==> config.mk <==
export PLATFORM = sky130hd
export DESIGN_NAME = edf_request_queue
export DESIGN_NICKNAME = d
export VERILOG_FILES = /design/src/edfq_pkg.sv /design/src/edf_request_queue.sv /design/src/edfq_cell.sv
export SDC_FILE = /design/constraint.sdc
export NUM_CORES = 2
export LEC_CHECK = 0
export ABC_AREA = 1
export ABC_CLOCK_PERIOD_IN_PS = 4600
export BUFFER_PORTS_ARGS = -buffer_cell sky130_fd_sc_hd__clkbuf_2
export CAP_MARGIN = 10
export CELL_PAD_IN_SITES_DETAIL_PLACEMENT = 1
export CELL_PAD_IN_SITES_GLOBAL_PLACEMENT = 2
export CORE_UTILIZATION = 38
export DETAILED_ROUTE_END_ITERATION = 12
export GPL_TIMING_DRIVEN = 0
export PLACE_DENSITY_LB_ADDON = 0.1
export SLEW_MARGIN = 15
export SYNTH_ARGS = -nofsm -noshare
export SYNTH_HDL_FRONTEND = slang
export SYNTH_SLANG_ARGS = --single-unit
==> constraint.sdc <==
create_clock -name clk -period 4.6 [get_ports clk]
set_clock_uncertainty 0.2 [all_clocks]
set_input_delay 0.46 -clock clk [delete_from_list [all_inputs] [get_ports clk]]
set_output_delay 0.46 -clock clk [all_outputs]
set_load 0.02 [all_outputs]
==> src/edfq_pkg.sv <==
`timescale 1ns / 1ps
// ---------------------------------------------------------------------------
// EDF request queue package
// Operation and status codes and the command word shared by the queue cells.
// ---------------------------------------------------------------------------
package edfq_pkg;

	typedef enum logic [1:0] {
		OP_INSERT = 2'd0,
		OP_GET    = 2'd1,
		OP_REMOVE = 2'd2
	} op_t;

	typedef enum logic [1:0] {
		ST_OK    = 2'd0,
		ST_FULL  = 2'd1,
		ST_EMPTY = 2'd2
	} status_t;

	typedef struct packed {
		logic ins;
		logic rem;
	} cmd_t;

endpackage

==> src/edf_request_queue.sv <==
`timescale 1ns / 1ps
// ---------------------------------------------------------------------------
// EDF request queue
// Deadline-ordered request queue built as a chain of entry cells.
// ---------------------------------------------------------------------------
// The queue takes one command word in every clock cycle; busy never rises.
// Each cell compares its own deadline with the incoming one in parallel, so
// an insert, get or remove completes in the cycle after start. The
// result word appears in the cycle after the command with done high for that
// cycle only and must be captured then.
module edf_request_queue #(
	parameter int QUEUE_DEPTH = 16,
	parameter int DEADLINE_BITS = 32,
	parameter int TAG_BITS = 8
) (
	input  logic                             clk,
	input  logic                             arst_n,
	input  logic                             start,
	output logic                             busy,
	input  logic [1:0]                       operation,
	input  logic [TAG_BITS-1:0]              request_tag,
	input  logic [DEADLINE_BITS-1:0]         deadline,
	output logic                             done,
	output logic                             head_valid,
	output logic [TAG_BITS-1:0]              head_tag,
	output logic [DEADLINE_BITS-1:0]         head_deadline,
	output logic [$clog2(QUEUE_DEPTH+1)-1:0] count,
	output logic [1:0]                       status
);
	import edfq_pkg::*;

	localparam int CountBits = $clog2(QUEUE_DEPTH + 1);

	logic [QUEUE_DEPTH-1:0]     valid;
	logic [QUEUE_DEPTH-1:0]     ge;
	logic [DEADLINE_BITS-1:0]   cell_deadline [QUEUE_DEPTH];
	logic [TAG_BITS-1:0]        cell_tag [QUEUE_DEPTH];
	logic [CountBits-1:0]       count_q;
	logic                       in_service_q;
	logic                       done_q;
	status_t                    status_q;
	status_t                    status_d;
	cmd_t                       cmd;
	logic                       full;
	logic                       empty;
	logic                       get_ok;

	assign full  = (count_q == CountBits'(QUEUE_DEPTH));
	assign empty = (count_q == '0);

	always_comb begin
		cmd      = '0;
		get_ok   = 1'b0;
		status_d = ST_OK;
		if (start) begin
			case (operation)
				OP_INSERT: begin
					if (full) status_d = ST_FULL;
					else cmd.ins = 1'b1;
				end
				OP_GET: begin
					get_ok = !empty;
				end
				OP_REMOVE: begin
					if (empty) status_d = ST_EMPTY;
					else cmd.rem = 1'b1;
				end
				default: begin
				end
			endcase
		end
	end

	genvar i;
	generate
		for (i = 0; i < QUEUE_DEPTH; i++) begin : g_cell
			logic                     p_ge;
			logic                     p_valid;
			logic [DEADLINE_BITS-1:0] p_deadline;
			logic [TAG_BITS-1:0]      p_tag;
			logic                     n_valid;
			logic [DEADLINE_BITS-1:0] n_deadline;
			logic [TAG_BITS-1:0]      n_tag;
			logic                     c_lock;
			if (i == 0) begin : g_first
				assign p_ge       = 1'b1;
				assign p_valid    = 1'b0;
				assign p_deadline = deadline;
				assign p_tag      = request_tag;
				assign c_lock     = in_service_q;
			end else begin : g_mid
				assign p_ge       = ge[i-1];
				assign p_valid    = valid[i-1];
				assign p_deadline = cell_deadline[i-1];
				assign p_tag      = cell_tag[i-1];
				assign c_lock     = 1'b0;
			end
			if (i == QUEUE_DEPTH - 1) begin : g_last
				assign n_valid    = 1'b0;
				assign n_deadline = cell_deadline[i];
				assign n_tag      = cell_tag[i];
			end else begin : g_inner
				assign n_valid    = valid[i+1];
				assign n_deadline = cell_deadline[i+1];
				assign n_tag      = cell_tag[i+1];
			end
			edfq_cell #(
				.DEADLINE_BITS(DEADLINE_BITS),
				.TAG_BITS(TAG_BITS)
			) u_cell (
				.clk(clk),
				.arst_n(arst_n),
				.cmd(cmd),
				.new_deadline(deadline),
				.new_tag(request_tag),
				.lock(c_lock),
				.prev_ge(p_ge),
				.prev_valid(p_valid),
				.prev_deadline(p_deadline),
				.prev_tag(p_tag),
				.next_valid(n_valid),
				.next_deadline(n_deadline),
				.next_tag(n_tag),
				.valid(valid[i]),
				.entry_deadline(cell_deadline[i]),
				.entry_tag(cell_tag[i]),
				.ge(ge[i])
			);
		end
	endgenerate

	always_ff @(posedge clk or negedge arst_n) begin
		if (!arst_n) begin
			count_q      <= '0;
			in_service_q <= 1'b0;
			done_q       <= 1'b0;
			status_q     <= ST_OK;
		end else begin
			done_q <= start;
			if (start) status_q <= status_d;
			if (cmd.ins) count_q <= count_q + 1'b1;
			else if (cmd.rem) count_q <= count_q - 1'b1;
			if (cmd.rem) in_service_q <= 1'b0;
			else if (get_ok) in_service_q <= 1'b1;
		end
	end

	assign busy          = 1'b0;
	assign done          = done_q;
	assign head_valid    = valid[0];
	assign head_tag      = valid[0] ? cell_tag[0] : '0;
	assign head_deadline = valid[0] ? cell_deadline[0] : '0;
	assign count         = count_q;
	assign status        = status_q;

`ifndef NO_ASSERTIONS
	a_count_matches: assert property (@(posedge clk) disable iff (!arst_n)
		$countones(valid) == 32'(count_q))
		else $error("entry count disagrees with valid cells");
	a_service_nonempty: assert property (@(posedge clk) disable iff (!arst_n)
		in_service_q |-> valid[0])
		else $error("head in service while queue is empty");
	a_insert_grows: assert property (@(posedge clk) disable iff (!arst_n)
		cmd.ins |=> count_q == $past(count_q) + 1'b1)
		else $error("insert did not grow the queue");
	a_full_keeps: assert property (@(posedge clk) disable iff (!arst_n)
		(start && full && operation == OP_INSERT) |=> $stable(valid) && status_q == ST_FULL)
		else $error("insert into a full queue changed the cells");
`endif

endmodule

==> src/edfq_cell.sv <==
`timescale 1ns / 1ps
// ---------------------------------------------------------------------------
// EDF queue cell
// Holds one queue entry and shifts, keeps or loads it on an insert or remove.
// ---------------------------------------------------------------------------
module edfq_cell #(
	parameter int DEADLINE_BITS = 32,
	parameter int TAG_BITS = 8
) (
	input  logic                     clk,
	input  logic                     arst_n,
	input  edfq_pkg::cmd_t           cmd,
	input  logic [DEADLINE_BITS-1:0] new_deadline,
	input  logic [TAG_BITS-1:0]      new_tag,
	input  logic                     lock,
	input  logic                     prev_ge,
	input  logic                     prev_valid,
	input  logic [DEADLINE_BITS-1:0] prev_deadline,
	input  logic [TAG_BITS-1:0]      prev_tag,
	input  logic                     next_valid,
	input  logic [DEADLINE_BITS-1:0] next_deadline,
	input  logic [TAG_BITS-1:0]      next_tag,
	output logic                     valid,
	output logic [DEADLINE_BITS-1:0] entry_deadline,
	output logic [TAG_BITS-1:0]      entry_tag,
	output logic                     ge
);
	import edfq_pkg::*;

	logic                     valid_q;
	logic [DEADLINE_BITS-1:0] deadline_q;
	logic [TAG_BITS-1:0]      tag_q;

	// An entry stays ahead of a new word when it is locked or not later.
	assign ge = valid_q && (lock || (deadline_q <= new_deadline));

	always_ff @(posedge clk or negedge arst_n) begin
		if (!arst_n) begin
			valid_q <= 1'b0;
		end else if (cmd.rem) begin
			valid_q <= next_valid;
		end else if (cmd.ins && !ge) begin
			valid_q <= prev_ge ? 1'b1 : prev_valid;
		end
	end

	always_ff @(posedge clk) begin
		if (cmd.rem) begin
			deadline_q <= next_deadline;
			tag_q      <= next_tag;
		end else if (cmd.ins && !ge) begin
			deadline_q <= prev_ge ? new_deadline : prev_deadline;
			tag_q      <= prev_ge ? new_tag : prev_tag;
		end
	end

	assign valid          = valid_q;
	assign entry_deadline = deadline_q;
	assign entry_tag      = tag_q;

endmodule
==> results.cfg <==
[min_path]
hp-class = primary input to flop
min_from = start

[worst_setup_path]
r2r_start = g_cell[2].u_cell.entry_deadline[31]
critPathMaxFanout = 25
critical_path.endpoint_type = flop
critical_path_buf_inv_count = 6
required_ns = 4.76
startpoint = deadline[23]
crit_type = primary input to flop
crit_family = buffers and inverters
startpoint_type = primary input
cp.arrival_ns = 4.53
cp_slowest_cell = clkbuf_2
slowest_delay_ns = 0.66
cp_common_cell = nand2_1
path_cells = dlygate4sd3_1 -> clkbuf_2 -> inv_1 -> clkbuf_2 -> ha_1 -> nand2_1 -> nor2_1 -> nand4_1 -> nor3b_2 -> nand2_1 -> nand2_1 -> nand2_1 -> nand3_1 -> nand2_1 -> inv_2 -> buf_16

[logic_synthesis]
synthesis.nets = 7156
netlist_area_mm2 = 0.0496
yosys.cell_count.top_type = nand2_1
synth.distinct_cells = 32
yosysSeqAreaShare = 0.400
yosys.area.top_type = edfxtp_1
yosys.area.top_type_share = 0.388
netlist_top_cells_count = 2,452 x nand2_1, 1,177 x nand3_1, 776 x inv_1
synth.ff_latch_count = 665
synthArstFlopShare = 0.0376
synth_ff_type = edfxtp_1
synth_cells = 6595
synth.avg_cell_area_um2 = 7.52
synth_edf_count = 640
ys_top_cells_by_area = edfxtp_1 39%, nand2_1 19%, ha_1 13%, nand3_1 12%, inv_1 5.9%
synth_warnings = 0

[route]
drtPass1Iterations = 5
wl_um = 176000
wl_per_cell_um = 20.3
avgViaCountPerCell = 4.97
drtIter0Drc = 2032
drcViolationCount = 0
vias = 43005
postRouteAntennaNets = 0

[power_and_ir_drop]
vdd_drop_max_v = 0.000332
p_int_mw = 15.2
switching_share = 0.400
pwr-share-seq = 0.360
p_per_area_mw_per_mm2 = 454
switching_power_mw = 10.2
leakagePower_nw = 27.7
combPwrFrac = 0.379
pwr-share-clk = 0.261

[timing]
min_period_ns = 4.36
grt_setup_unrepaired = no
worstMarginPinSlew_ns = 1.09
maxClockFrequency_mhz = 229
fin_crit_sh = 0.949
setup_viol = 0
finalHoldViolCount = 0
slew_headroom = 0.274
fin_hold_ws_ns = 0.252
maxSlewViolCount = 0

[run_status]
status = finished clean

[floorplan]
die-area_mm2 = 0.132
ioPinCount = 95
die_h_um = 363
die_w_um = 363
rows = 132
start_util = 0.383
core_mm2 = 0.129

[place]
gp_congestion = 0.873
post_dp_cell_area_mm2 = 0.0529
hpwl_um = 147000
io_buffers = 93

[global_route]
grt_max_degree = 27
grt.total_usage = 0.267
grt_pass1_vias = 46239
grt_first_pass_wirelength_um = 270000
grt_antenna_before_repair = 2
overflow = 0

[final_layout]
fill_cells = 16116
finish.instance_area_mm2 = 0.0560
multi_input_area_mm2 = 0.0249
drive_gt1_frac = 0.0717
seqCellArea_mm2 = 0.0198
areaGrowthSynthToFinish_pct = 12.9
n_antenna_cell = 0
final_nets = 7407

[cts]
clk_path_buf_depth = 3
htreeDepth = 3
cts_root_buf = clkbuf_16
cts_sinks = 665
cts_buffers = 86
post_cts_buffers = 0
cts_tree = yes
clkTransAtPathRegs_ns = 0.06
clkLatencyLatePin_ns = 0.67

[flow_run]
drv_cap = 0
==> through the flow <==
step                worst slack (ns)  setup TNS [ns]   util  total power [mW]  std cells
floorplan                      0.485               0      -              15.5       6595
global placement               -2.17        -1454.27  0.403              18.5       8430
detailed placement            0.0209               0  0.408              19.0       8456
CTS                            0.155               0  0.432              25.7       8655
global route                 0.00701               0  0.432              27.2       8655
finish                         0.237               0  0.432              25.4       8655
==> layout make-up <==
| cell class | instances | share of cell area |
|---|---|---|
| Clock buffer | 117 | 0.0413 |
| Clock inverter | 38 | 0.00572 |
| Tap cell | 1742 | 0.0389 |
| Multi-Input combinational cell | 4777 | 0.445 |
| Timing Repair Buffer | 163 | 0.0270 |
| Sequential cell | 665 | 0.355 |
| Buffer | 376 | 0.0359 |
| Inverter | 777 | 0.0521 |
==> cells by family (layout without fill, tap and decap cells) <==
kind of cell / count (synthesis) / in the layout / synth area share
buf+inv: 1153 / 1471 / 0.0984
other cells: 1 / 1 / 0.0000757
xor+xnor: 4 / 4 / 0.000707
simple gates: 3849 / 3849 / 0.326
fa+ha+maj: 516 / 516 / 0.130
compound gates: 407 / 407 / 0.0437
flops: 665 / 665 / 0.400
==> worst paths after layout <==
| check | slack [ns] | end | cells after the start |
|---|---|---|---|
| worst max-delay path | 0.24 | g_cell[11].u_cell.entry_deadline[23] | 16 |
| worst min-delay path | 0.25 | done | 2 |
| worst max register to register | 1.06 | g_cell[2].u_cell.entry_deadline[22] | 11 |
| worst min register to register | 0.30 | status[0] | 1 |
| max in group asynchronous | 3.28 | g_cell[0].u_cell.valid | 2 |
| min in group asynchronous | 0.28 | count[1] | 2 |
==> power groups by stage <==
stage	clock [mW]	combinational [mW]	sequential (mW)
after floorplan	0	6.45	9.03
after global placement	0	9.19	9.27
after global routing	6.95	11.0	9.28
after CTS	6.77	9.78	9.15
final	6.63	9.62	9.14
after detailed placement	0	9.70	9.27
==> metal layers <==
layer / up-vias / wire length (um) / share of wire / track usage
met5: - / 0 / 0 / 0
met4: 0 / 6010 / 0.034 / 0.0945
met3: 232 / 4220 / 0.024 / 0.0215
met2: 583 / 90700 / 0.52 / 0.504
met1: 19984 / 74600 / 0.43 / 0.314
li1: 22206 / - / - / -
==> sequential cells by signal (all words and copies together) (netlist names) <==
| name | count |
|---|---|
| g_cell.u_cell.entry_deadline | 512 |
| g_cell.u_cell.entry_tag | 128 |
| g_cell.u_cell.valid | 16 |
| count | 5 |
| status | 2 |
| done | 1 |
| g_cell.c_lock | 1 |
==> repair_timing <==
item,4_1_cts,5_1_grt
endpoints found under the hold margin,68,0
hold buffers,44,0
endpoints found under the setup margin,0,24
gates resized for setup,0,9
==> cell usage in the layout (no fill, tap or decap), types with 38 or more instances in the layout <==
cell type,synthesis,routed
inv_1,776,763
o21ai_0,134,134
nor2_1,143,142
ha_1,515,515
nand2_1,2452,2451
nand4_1,38,38
a21oi_1,221,220
buf_4,80,80
clkbuf_16,0,87
buf_2,104,105
clkbuf_2,0,120
nand3_1,1177,1177
dlygate4sd3_1,0,44
clkbuf_1,176,173
edfxtp_1,640,640
==> worst register-to-register path, stage by stage, from the launching register on <==
cell and delay (ns):
edfxtp_1 0.49, ha_1 0.35, nand2_1 0.07, nor2_1 0.22, nand4_1 0.36, nor2_2 0.29
nand4_1 0.16, nand2_1 0.26, nand3_1 0.14, nand2_1 0.14, clkinv_2 0.30, buf_16 0.29
Power figures use the tool's default switching activity.
